File: config.mk
export PLATFORM = sky130hd
export DESIGN_NAME = z85_stream_encoder_top_flat
export DESIGN_NICKNAME = d
export VERILOG_FILES = /design/src/design/z85_pkg.sv /design/src/design/z85_if.sv /design/src/design/z85_front.sv /design/src/design/z85_queue.sv /design/src/design/z85_back.sv /design/src/design/z85_stream_encoder_top.sv /design/src/flat_wrapper.sv
export SDC_FILE = /design/constraint.sdc
export NUM_CORES = 1
export LEC_CHECK = 0
export BUFFER_PORTS_ARGS = -buffer_cell sky130_fd_sc_hd__buf_2
export CAP_MARGIN = 20
export CORE_UTILIZATION = 65
export DETAILED_ROUTE_END_ITERATION = 12
export GPL_TIMING_DRIVEN = 0
export PLACE_DENSITY = 0.82
export SYNTH_ARGS = -nofsm -noshare
export SYNTH_HDL_FRONTEND = slang
export SYNTH_SLANG_ARGS = --single-unit
File: constraint.sdc
create_clock -name clk -period 12.4 [get_ports clk]
set_input_delay 1.24 -clock clk [delete_from_list [all_inputs] [get_ports clk]]
set_output_delay 1.24 -clock clk [all_outputs]
set_load 0.005 [all_outputs]
File: src/design/z85_pkg.sv
`default_nettype none
// ----------------------------------------------------------------------------
// z85_pkg: shared types and constants of the Z85 stream encoder
// Holds the job record between the byte gatherer and the digit unit, the
// reciprocal constant used to divide by 85, and the 85-symbol alphabet.
// ----------------------------------------------------------------------------
package z85_pkg;

  localparam int DIGITS       = 5;
  localparam int ALPHA_LEN    = 85;
  localparam int QUEUE_DEPTH  = 2;

  // floor(n / 85) == (n * RECIP_85) >> RECIP_SHIFT for every 32-bit n
  localparam logic [31:0] RECIP_85    = 32'hC0C0C0C1;
  localparam int          RECIP_SHIFT = 38;
  // a 32-bit value divided by 85 fits in 26 bits
  localparam int          QUOT_W      = 26;

  localparam logic [8*ALPHA_LEN-1:0] ALPHABET =
    "0123456789abcdefghijklmnopqrstuvwxyzABCDEFGHIJKLMNOPQRSTUVWXYZ.-:+=^!/*?&<>()[]{}@%$#";

  // one group of four bytes, or a length error marker
  typedef struct packed {
    logic [31:0] value;
    logic        last;
    logic        err;
  } job_t;

  // map a base-85 digit to its ascii character
  function automatic logic [6:0] z85_char(input logic [6:0] digit);
    logic [6:0] pos;
    logic [7:0] ch;
    pos = 7'(ALPHA_LEN - 1) - digit;
    ch  = ALPHABET[{pos, 3'b000} +: 8];
    if (digit > 7'(ALPHA_LEN - 1)) begin
      return 7'd0;
    end
    return ch[6:0];
  endfunction

endpackage
`default_nettype wire

File: src/design/z85_if.sv
`default_nettype none
// ----------------------------------------------------------------------------
// z85_if: valid/ready channels of the Z85 stream encoder
// One channel carries raw bytes in, the other carries characters out.
// ----------------------------------------------------------------------------
interface z85_in_if;
  logic       valid;
  logic       ready;
  logic [7:0] data_byte;
  logic       message_end;

  modport source (output valid, output data_byte, output message_end, input ready);
  modport sink   (input valid, input data_byte, input message_end, output ready);
endinterface

interface z85_out_if;
  logic       valid;
  logic       ready;
  logic [6:0] symbol;
  logic       group_end;
  logic       message_end_res;
  logic       length_error;

  modport source (output valid, output symbol, output group_end,
                  output message_end_res, output length_error, input ready);
  modport sink   (input valid, input symbol, input group_end,
                  input message_end_res, input length_error, output ready);
endinterface
`default_nettype wire

File: src/design/z85_front.sv
`default_nettype none
// ----------------------------------------------------------------------------
// z85_front: byte gatherer
// Packs four bytes big-endian into one job, or flags a short final group.
// ----------------------------------------------------------------------------
module z85_front (
  input  wire logic          clk,
  input  wire logic          rst,
  z85_in_if.sink             in_ch,
  input  wire logic          q_full,
  output logic               push,
  output z85_pkg::job_t      job
);
  import z85_pkg::*;

  logic [23:0] partial_value;
  logic [1:0]  byte_position;
  logic        take;
  logic        fourth;

  // accept whenever the job queue has room
  assign in_ch.ready = !q_full;
  assign take        = in_ch.valid && in_ch.ready;
  assign fourth      = (byte_position == 2'd3);
  assign push        = take && (fourth || in_ch.message_end);

  // job record
  assign job.value = {partial_value, in_ch.data_byte};
  assign job.last  = in_ch.message_end;
  assign job.err   = in_ch.message_end && !fourth;

  // gather state
  always_ff @(posedge clk) begin
    if (rst) begin
      partial_value <= '0;
      byte_position <= '0;
    end else if (take) begin
      if (fourth || in_ch.message_end) begin
        partial_value <= '0;
        byte_position <= '0;
      end else begin
        partial_value <= {partial_value[15:0], in_ch.data_byte};
        byte_position <= byte_position + 2'd1;
      end
    end
  end

endmodule
`default_nettype wire

File: src/design/z85_queue.sv
`default_nettype none
// ----------------------------------------------------------------------------
// z85_queue: job queue
// Small first-in first-out buffer between the gatherer and the digit unit.
// ----------------------------------------------------------------------------
module z85_queue #(
  parameter int DEPTH = z85_pkg::QUEUE_DEPTH
) (
  input  wire logic          clk,
  input  wire logic          rst,
  input  wire logic          push,
  input  wire z85_pkg::job_t push_job,
  output logic               full,
  output logic               valid,
  input  wire logic          pop,
  output z85_pkg::job_t      pop_job
);
  import z85_pkg::*;

  localparam int PW = (DEPTH > 1) ? $clog2(DEPTH) : 1;
  localparam int CW = $clog2(DEPTH + 1);

  job_t          entries [DEPTH];
  logic [PW-1:0] wr_ptr;
  logic [PW-1:0] rd_ptr;
  logic [CW-1:0] count;

  assign full    = (count == CW'(DEPTH));
  assign valid   = (count != '0);
  assign pop_job = entries[rd_ptr];

  // storage
  always_ff @(posedge clk) begin
    if (push) begin
      entries[wr_ptr] <= push_job;
    end
  end

  // pointers and fill count
  always_ff @(posedge clk) begin
    if (rst) begin
      wr_ptr <= '0;
      rd_ptr <= '0;
      count  <= '0;
    end else begin
      if (push) begin
        wr_ptr <= (wr_ptr == PW'(DEPTH - 1)) ? '0 : wr_ptr + PW'(1);
      end
      if (pop) begin
        rd_ptr <= (rd_ptr == PW'(DEPTH - 1)) ? '0 : rd_ptr + PW'(1);
      end
      if (push && !pop) begin
        count <= count + CW'(1);
      end else if (pop && !push) begin
        count <= count - CW'(1);
      end
    end
  end

endmodule
`default_nettype wire

File: src/design/z85_back.sv
`default_nettype none
// ----------------------------------------------------------------------------
// z85_back: digit unit and character emitter
// Splits each 32-bit value into five base-85 digits, least significant first,
// one per cycle, then sends the characters most significant first.
// ----------------------------------------------------------------------------
module z85_back (
  input  wire logic          clk,
  input  wire logic          rst,
  input  wire logic          q_valid,
  input  wire z85_pkg::job_t q_job,
  output logic               pop,
  z85_out_if.source          out_ch
);
  import z85_pkg::*;

  // converter state
  logic              conv_busy;
  logic [2:0]        conv_cnt;
  logic              conv_last;
  logic              conv_err;
  logic [31:0]       n_prev;
  logic [QUOT_W-1:0] quot;
  logic [6:0]        digits [DIGITS];

  // emitter state
  logic              emit_busy;
  logic [2:0]        emit_idx;
  logic              emit_last;
  logic              emit_err;
  logic [6:0]        emit_buf [DIGITS];

  logic              conv_done;
  logic              conv_step;
  logic              conv_free;
  logic              emit_final;
  logic              emit_take;
  logic              emit_free;
  logic              handoff;
  logic [31:0]       mul_a;
  logic [63:0]       prod;
  logic [31:0]       quot_ext;
  logic [31:0]       times85;
  logic [31:0]       rem;
  logic [2:0]        sel;

  // handshake between converter, emitter and queue
  assign conv_done  = conv_busy && (conv_err || conv_cnt == 3'(DIGITS));
  assign conv_step  = conv_busy && !conv_err && (conv_cnt != 3'(DIGITS));
  assign emit_final = emit_err || (emit_idx == 3'(DIGITS - 1));
  assign emit_take  = out_ch.valid && out_ch.ready;
  assign emit_free  = !emit_busy || (emit_take && emit_final);
  assign handoff    = conv_done && emit_free;
  assign conv_free  = !conv_busy || handoff;
  assign pop        = q_valid && conv_free;

  // reciprocal multiply: next quotient by 85
  assign mul_a = pop ? q_job.value : {{(32 - QUOT_W){1'b0}}, quot};
  assign prod  = {32'b0, mul_a} * {32'b0, RECIP_85};

  // remainder of the previous value: n - 85 * q
  assign quot_ext = {{(32 - QUOT_W){1'b0}}, quot};
  assign times85  = (quot_ext << 6) + (quot_ext << 4) + (quot_ext << 2) + quot_ext;
  assign rem      = n_prev - times85;

  // converter control
  always_ff @(posedge clk) begin
    if (rst) begin
      conv_busy <= 1'b0;
      conv_cnt  <= '0;
    end else if (pop) begin
      conv_busy <= 1'b1;
      conv_cnt  <= '0;
    end else if (handoff) begin
      conv_busy <= 1'b0;
    end else if (conv_step) begin
      conv_cnt <= conv_cnt + 3'd1;
    end
  end

  // converter datapath
  always_ff @(posedge clk) begin
    if (pop) begin
      n_prev    <= q_job.value;
      quot      <= prod[RECIP_SHIFT +: QUOT_W];
      conv_last <= q_job.last;
      conv_err  <= q_job.err;
    end else if (conv_step) begin
      digits[conv_cnt] <= rem[6:0];
      n_prev           <= quot_ext;
      quot             <= prod[RECIP_SHIFT +: QUOT_W];
    end
  end

  // emitter control
  always_ff @(posedge clk) begin
    if (rst) begin
      emit_busy <= 1'b0;
      emit_idx  <= '0;
    end else if (handoff) begin
      emit_busy <= 1'b1;
      emit_idx  <= '0;
    end else if (emit_take) begin
      if (emit_final) begin
        emit_busy <= 1'b0;
      end else begin
        emit_idx <= emit_idx + 3'd1;
      end
    end
  end

  // emitter payload
  always_ff @(posedge clk) begin
    if (handoff) begin
      emit_buf  <= digits;
      emit_last <= conv_last;
      emit_err  <= conv_err;
    end
  end

  // characters go out most significant digit first
  assign sel                    = 3'(DIGITS - 1) - emit_idx;
  assign out_ch.valid           = emit_busy;
  assign out_ch.symbol          = emit_err ? 7'd0 : z85_char(emit_buf[sel]);
  assign out_ch.group_end       = emit_final;
  assign out_ch.message_end_res = emit_last && emit_final;
  assign out_ch.length_error    = emit_err;

endmodule
`default_nettype wire

File: src/design/z85_stream_encoder_top.sv
`default_nettype none
// Path: a group's job enters the queue when its fourth byte is taken, is
//   popped by the digit unit and, with its digits done, passes to the emitter;
//   a length error job skips the digit steps. Bytes are taken one per cycle
//   while the job queue has room; a group holds the digit unit for a load plus
//   one multiply per digit, and the next is popped only as it passes on.
// Reset: synchronous rst clears the gatherer, the queue and both back stages.
// ----------------------------------------------------------------------------
// z85_stream_encoder_top: Z85 stream encoder
// Gathers bytes into 32-bit groups and emits five base-85 characters each.
// ----------------------------------------------------------------------------
module z85_stream_encoder_top #(
  parameter int QUEUE_DEPTH = z85_pkg::QUEUE_DEPTH
) (
  input  wire logic clk,
  input  wire logic rst,
  z85_in_if.sink    bytes,
  z85_out_if.source chars
);
  import z85_pkg::*;

  logic q_push;
  logic q_full;
  logic q_valid;
  logic q_pop;
  job_t push_job;
  job_t pop_job;

  // byte gatherer
  z85_front u_front (
    .clk    (clk),
    .rst    (rst),
    .in_ch  (bytes),
    .q_full (q_full),
    .push   (q_push),
    .job    (push_job)
  );

  // job queue
  z85_queue #(
    .DEPTH (QUEUE_DEPTH)
  ) u_queue (
    .clk      (clk),
    .rst      (rst),
    .push     (q_push),
    .push_job (push_job),
    .full     (q_full),
    .valid    (q_valid),
    .pop      (q_pop),
    .pop_job  (pop_job)
  );

  // digit unit and emitter
  z85_back u_back (
    .clk     (clk),
    .rst     (rst),
    .q_valid (q_valid),
    .q_job   (pop_job),
    .pop     (q_pop),
    .out_ch  (chars)
  );

`ifndef NO_ASSERTIONS
  // no job is written into a full queue
  a_no_overflow: assert property (@(posedge clk) disable iff (rst)
    q_push |-> !q_full)
    else $error("job pushed into full queue");

  // no job is taken from an empty queue
  a_no_underflow: assert property (@(posedge clk) disable iff (rst)
    q_pop |-> q_valid)
    else $error("job popped from empty queue");

  // a length error result closes both the group and the message
  a_err_shape: assert property (@(posedge clk) disable iff (rst)
    (chars.valid && chars.length_error) |->
      (chars.group_end && chars.message_end_res && chars.symbol == 7'd0))
    else $error("malformed length error result");

  // an error job reaches the output as soon as the emitter is free
  a_err_pass: assert property (@(posedge clk) disable iff (rst)
    (q_pop && pop_job.err && !chars.valid) |=> ##1 chars.valid)
    else $error("length error result not offered");
`endif

endmodule
`default_nettype wire

File: src/flat_wrapper.sv
// flat-port wrapper written by rule: the top's interface ports become plain ports
module z85_stream_encoder_top_flat import z85_pkg::*;
#(
  parameter int QUEUE_DEPTH = z85_pkg::QUEUE_DEPTH
)
  (clk, rst, bytes_valid, bytes_data_byte, bytes_message_end, bytes_ready, chars_valid, chars_symbol, chars_group_end, chars_message_end_res, chars_length_error, chars_ready);
  z85_in_if bytes_i ();
  z85_out_if chars_i ();
  input  wire logic clk;
  input  wire logic rst;
  input wire logic [$bits(bytes_i.valid)-1:0] bytes_valid;
  input wire logic [$bits(bytes_i.data_byte)-1:0] bytes_data_byte;
  input wire logic [$bits(bytes_i.message_end)-1:0] bytes_message_end;
  output wire logic [$bits(bytes_i.ready)-1:0] bytes_ready;
  output wire logic [$bits(chars_i.valid)-1:0] chars_valid;
  output wire logic [$bits(chars_i.symbol)-1:0] chars_symbol;
  output wire logic [$bits(chars_i.group_end)-1:0] chars_group_end;
  output wire logic [$bits(chars_i.message_end_res)-1:0] chars_message_end_res;
  output wire logic [$bits(chars_i.length_error)-1:0] chars_length_error;
  input wire logic [$bits(chars_i.ready)-1:0] chars_ready;
  assign bytes_i.valid = bytes_valid;
  assign bytes_i.data_byte = bytes_data_byte;
  assign bytes_i.message_end = bytes_message_end;
  assign bytes_ready = bytes_i.ready;
  assign chars_valid = chars_i.valid;
  assign chars_symbol = chars_i.symbol;
  assign chars_group_end = chars_i.group_end;
  assign chars_message_end_res = chars_i.message_end_res;
  assign chars_length_error = chars_i.length_error;
  assign chars_i.ready = chars_ready;
  z85_stream_encoder_top #(.QUEUE_DEPTH(QUEUE_DEPTH)) u_core (.clk(clk), .rst(rst), .bytes(bytes_i), .chars(chars_i));
endmodule
==> impl_metrics.xml <==
<?xml version="1.0" encoding="UTF-8"?>
<metrics>
  <group name="setup_path">
    <metric name="required_time_of_the_critical_path" unit="ns">12.67</metric>
    <metric name="worstSetupEndpointType" unit="">flip-flop</metric>
    <metric name="worst_r2r_startpoint" unit="">u_core.u_back.emit_idx[0]$_SDFFE_PP0P_</metric>
    <metric name="worstSetupPathType" unit="">flip-flop to flip-flop</metric>
    <metric name="setup.worst_path.start" unit="">u_core.u_back.emit_idx[0]$_SDFFE_PP0P_</metric>
    <metric name="critical_path_peak_fanout" unit="">10</metric>
    <metric name="critical_path.max_stage_delay" unit="ns">0.64</metric>
    <metric name="worst-r2r-setup-slack" unit="ns">1.37</metric>
    <metric name="cp-start-kind" unit="">flip-flop</metric>
    <metric name="timing.reg2reg.worst_path_depth" unit="">35</metric>
    <metric name="cp_common_cell" unit="">sky130_fd_sc_hd__ha_1</metric>
    <metric name="worst_ep_arrival_time" unit="ns">11.31</metric>
    <metric name="critPathSlowestCell" unit="">sky130_fd_sc_hd__a211oi_2</metric>
    <metric name="worst_r2r_endpoint" unit="">u_core.u_back.quot[21]$_DFFE_PP_</metric>
  </group>
  <group name="placement">
    <metric name="dpl.hpwl" unit="um">38700</metric>
    <metric name="gp_congestion" unit="">0.980</metric>
    <metric name="numPortBuffers" unit="">23</metric>
  </group>
  <group name="die">
    <metric name="io_pins" unit="">25</metric>
    <metric name="initial_utilization" unit="">0.666</metric>
    <metric name="core_region_area" unit="sq um">29900</metric>
    <metric name="die_y_extent" unit="um">177</metric>
    <metric name="core.rowCount" unit="">63</metric>
    <metric name="die_width" unit="um">177</metric>
    <metric name="die-area" unit="sq um">31300</metric>
  </group>
  <group name="cts">
    <metric name="path_clk_slew" unit="ns">0.06</metric>
    <metric name="cts.sink_count" unit="">214</metric>
    <metric name="clock_tree.root_cell" unit="">sky130_fd_sc_hd__clkbuf_16</metric>
    <metric name="cts_setup_buffers" unit="">0</metric>
    <metric name="clock_tree.buffer_depth" unit="">3</metric>
    <metric name="cts-hold-fix-buffers" unit="">0</metric>
    <metric name="cts_tree" unit="">built</metric>
    <metric name="number_of_gates_resized_after_cts" unit="">0</metric>
    <metric name="insertion_delay" unit="ns">0.50</metric>
    <metric name="ctsHtreeMaxLevel" unit="">1</metric>
    <metric name="tritoncts.num_buffers" unit="">21</metric>
  </group>
  <group name="cells_and_area">
    <metric name="insertedDiodeCount" unit="">0</metric>
    <metric name="mostFrequentLayoutCells" unit="">sky130_fd_sc_hd__inv_1, sky130_fd_sc_hd__ha_1, sky130_fd_sc_hd__edfxtp_1</metric>
    <metric name="synthToLayoutAreaGrowth" unit="%">7.33</metric>
    <metric name="nNetsFinal" unit="">2451</metric>
    <metric name="drive_gt1_frac" unit="">0.0633</metric>
    <metric name="most_common_library_cell_in_the_layout_ignoring_fill_and_taps" unit="">sky130_fd_sc_hd__inv_1</metric>
    <metric name="fillerInstances" unit="">2018</metric>
  </group>
  <group name="sta">
    <metric name="final.min_clock_period" unit="ns">11.03</metric>
    <metric name="finalSetupViolations" unit="">0</metric>
    <metric name="worst_slew_margin_rel" unit="">0.260</metric>
    <metric name="max_freq" unit="GHz">0.0906</metric>
    <metric name="setup_repair_after_global_routing_missed_its_margin" unit="">false</metric>
    <metric name="worst_pin_slew" unit="ns">1.10</metric>
    <metric name="tns" unit="ns">0</metric>
    <metric name="report.final.slew_viol_count" unit="">0</metric>
    <metric name="final.setup_skew" unit="ns">0.0133</metric>
    <metric name="part_of_the_cycle_the_worst_path_needs" unit="">0.890</metric>
    <metric name="hold-worst-slack" unit="ns">0.418</metric>
    <metric name="final_hold_vio_count" unit="">0</metric>
  </group>
  <group name="logic_synthesis">
    <metric name="synth_top_family_by_area" unit="">adder cells</metric>
    <metric name="synth.ff_latch_count" unit="">214</metric>
    <metric name="yosys.area_share.xor_xnor" unit="">0.0281</metric>
    <metric name="synth_top_area_cell" unit="">sky130_fd_sc_hd__edfxtp_1</metric>
    <metric name="yosysWarnings" unit="">0</metric>
    <metric name="seq_area_frac_synth" unit="">0.303</metric>
    <metric name="synthCells" unit="">1870</metric>
    <metric name="synth_fa_ha_area_frac" unit="">0.385</metric>
    <metric name="yosys.area_share.simple" unit="">0.0752</metric>
    <metric name="synth.area.top_cells" unit="">sky130_fd_sc_hd__edfxtp_1, sky130_fd_sc_hd__ha_1, sky130_fd_sc_hd__fa_1</metric>
    <metric name="postSynth.asyncResetShare" unit="">0</metric>
    <metric name="synth_top_area_frac" unit="">0.264</metric>
    <metric name="synth_cell_type_count" unit="">83</metric>
    <metric name="mappedNetlistNets" unit="">2393</metric>
    <metric name="ys_dominant_reg_cell" unit="">sky130_fd_sc_hd__edfxtp_1</metric>
    <metric name="mean_cell_area_of_the_mapped_netlist" unit="sq um">10.6</metric>
    <metric name="netlist_area_pre_place" unit="sq um">19900</metric>
    <metric name="synth.area.mux_share" unit="">0.0277</metric>
    <metric name="number_of_flops_mapped_to_enable_cells_by_yosys" unit="">175</metric>
    <metric name="compound_cell_area_share_of_the_yosys_netlist" unit="">0.101</metric>
  </group>
  <group name="grt">
    <metric name="grt_first_pass_wirelength" unit="um">76400</metric>
    <metric name="globalRouteTotalUtil" unit="">0.318</metric>
    <metric name="grt_start_max_net_pins" unit="">35</metric>
    <metric name="grt_pass1_vias" unit="">14600</metric>
    <metric name="globalRouteOverflowTotal" unit="">0</metric>
    <metric name="antenna_violations_before_repair" unit="">0</metric>
  </group>
  <group name="status">
    <metric name="run_status" unit="">complete, no violations</metric>
  </group>
  <group name="min_path">
    <metric name="hold_path.startpoint" unit="">u_core.u_back.digits[8]$_DFFE_PP_</metric>
    <metric name="worstHoldPathCells" unit="">0</metric>
    <metric name="worst_hold_path_type" unit="">flip-flop to flip-flop</metric>
    <metric name="hold-path-endpoint" unit="">u_core.u_back.emit_buf[8]$_DFFE_PP_</metric>
  </group>
  <group name="routing">
    <metric name="vias" unit="">14000</metric>
    <metric name="final_antenna_net_count" unit="">0</metric>
    <metric name="drt_wl_total" unit="um">47900</metric>
    <metric name="drt_iter0_markers" unit="">980</metric>
    <metric name="drcViolationCount" unit="">0</metric>
    <metric name="pre_repair_dr_iteration_count" unit="">6</metric>
    <metric name="viasPerCell" unit="">5.99</metric>
    <metric name="avgRoutedWirePerCell" unit="um">20.5</metric>
  </group>
  <group name="flow_run">
    <metric name="cap_viol_max_count" unit="">0</metric>
  </group>
</metrics>
worst max-delay path by stage:
| stage | endpoint | slack [ns] |
|---|---|---|
| 6_report | u_core.u_back.quot[21]$_DFFE_PP_ | 1.37 |
| 5_1_grt | u_core.u_back.quot[21]$_DFFE_PP_ | 0.86 |
| 4_1_cts | u_core.u_back.quot[21]$_DFFE_PP_ | 1.47 |
| 3_5_place_dp | u_core.u_back.quot[21]$_DFFE_PP_ | 1.42 |
| 3_3_place_gp | u_core.u_back.quot[21]$_DFFE_PP_ | 1.71 |
| 2_1_floorplan | u_core.u_back.quot[21]$_DFFE_PP_ | 3.99 |
per-layer routing:
metal  track usage  share of wire
met1         0.417           0.41
met2         0.539           0.48
met3        0.0391          0.061
met4         0.122          0.040
met5             0              0
registers in the layout, indices dropped and copies added, names as in the netlist, named ones only:
register / flops
u_core.u_queue.rd_ptr: 1
u_core.u_queue.wr_ptr: 1
u_core.u_back.n_prev: 7
u_core.u_back.digits: 35
u_core.u_back.conv_cnt: 3
u_core.u_back.out_ch.valid: 1
u_core.u_back.emit_idx: 3
u_core.u_back.conv_busy: 1
u_core.u_front.byte_position: 2
u_core.u_back.conv_last: 1
u_core.u_back.out_ch.length_error: 1
u_core.u_back.emit_buf: 35
u_core.u_back.quot: 26
u_core.u_queue.entries: 68
u_core.u_front.partial_value: 24
u_core.u_queue.count: 2
u_core.u_back.emit_last: 1
u_core.u_back.conv_err: 1
metrics by stage:
step,worst slack (ns),instance area [sq um],util,instances
3_5_place_dp,1.42,20700,0.692,2295
4_1_cts,1.47,21400,0.715,2333
3_3_place_gp,1.71,20500,0.686,2283
6_report,1.37,21400,0.715,2333
5_1_grt,0.861,21400,0.715,2333
2_1_floorplan,3.99,19900,-,1870
cell type report:
class,instances,area (sq um),share of cell area
Timing Repair Buffer,35,239,0.0112
Clock inverter,13,148,0.00692
Buffer,46,194,0.00908
Inverter,370,1390,0.0652
Clock buffer,25,541,0.0253
Multi-Input combinational cell,1240,12300,0.577
Tap cell,390,488,0.0229
Sequential cell,214,6040,0.283
kinds of logic (layout without fill, tap and decap cells):
group | count (synthesis) | after routing
xor gates and xnor gates | 60 | 60
AOI/OAI and AO/OA | 301 | 301
and+or+nand+nor | 317 | 317
muxes | 52 | 52
adders and majority gates | 510 | 510
buffers and inverters | 416 | 489
DFF | 214 | 214
synthesized netlist by cell type, types with 36 or more instances:
master,number
sky130_fd_sc_hd__nand2_1,116
sky130_fd_sc_hd__ha_1,339
sky130_fd_sc_hd__nor2_1,63
sky130_fd_sc_hd__o21ai_0,51
sky130_fd_sc_hd__xnor2_1,36
sky130_fd_sc_hd__inv_1,368
sky130_fd_sc_hd__fa_1,171
sky130_fd_sc_hd__dfxtp_1,39
sky130_fd_sc_hd__a21oi_1,101
sky130_fd_sc_hd__nand3_1,42
sky130_fd_sc_hd__edfxtp_1,175
sky130_fd_sc_hd__mux2i_1,36
critical path, delay by kind of cell, from the launching register on:
family / cells / cell delay (ns)
buf+inv: 10 / 2.10
simple gates: 4 / 0.84
fa+ha+maj: 11 / 4.15
compound gates: 10 / 3.32
flops: 1 / 0.37
Power is not shown: default switching activity piles up to over one toggle a cycle in this logic, so the estimate is an artifact.
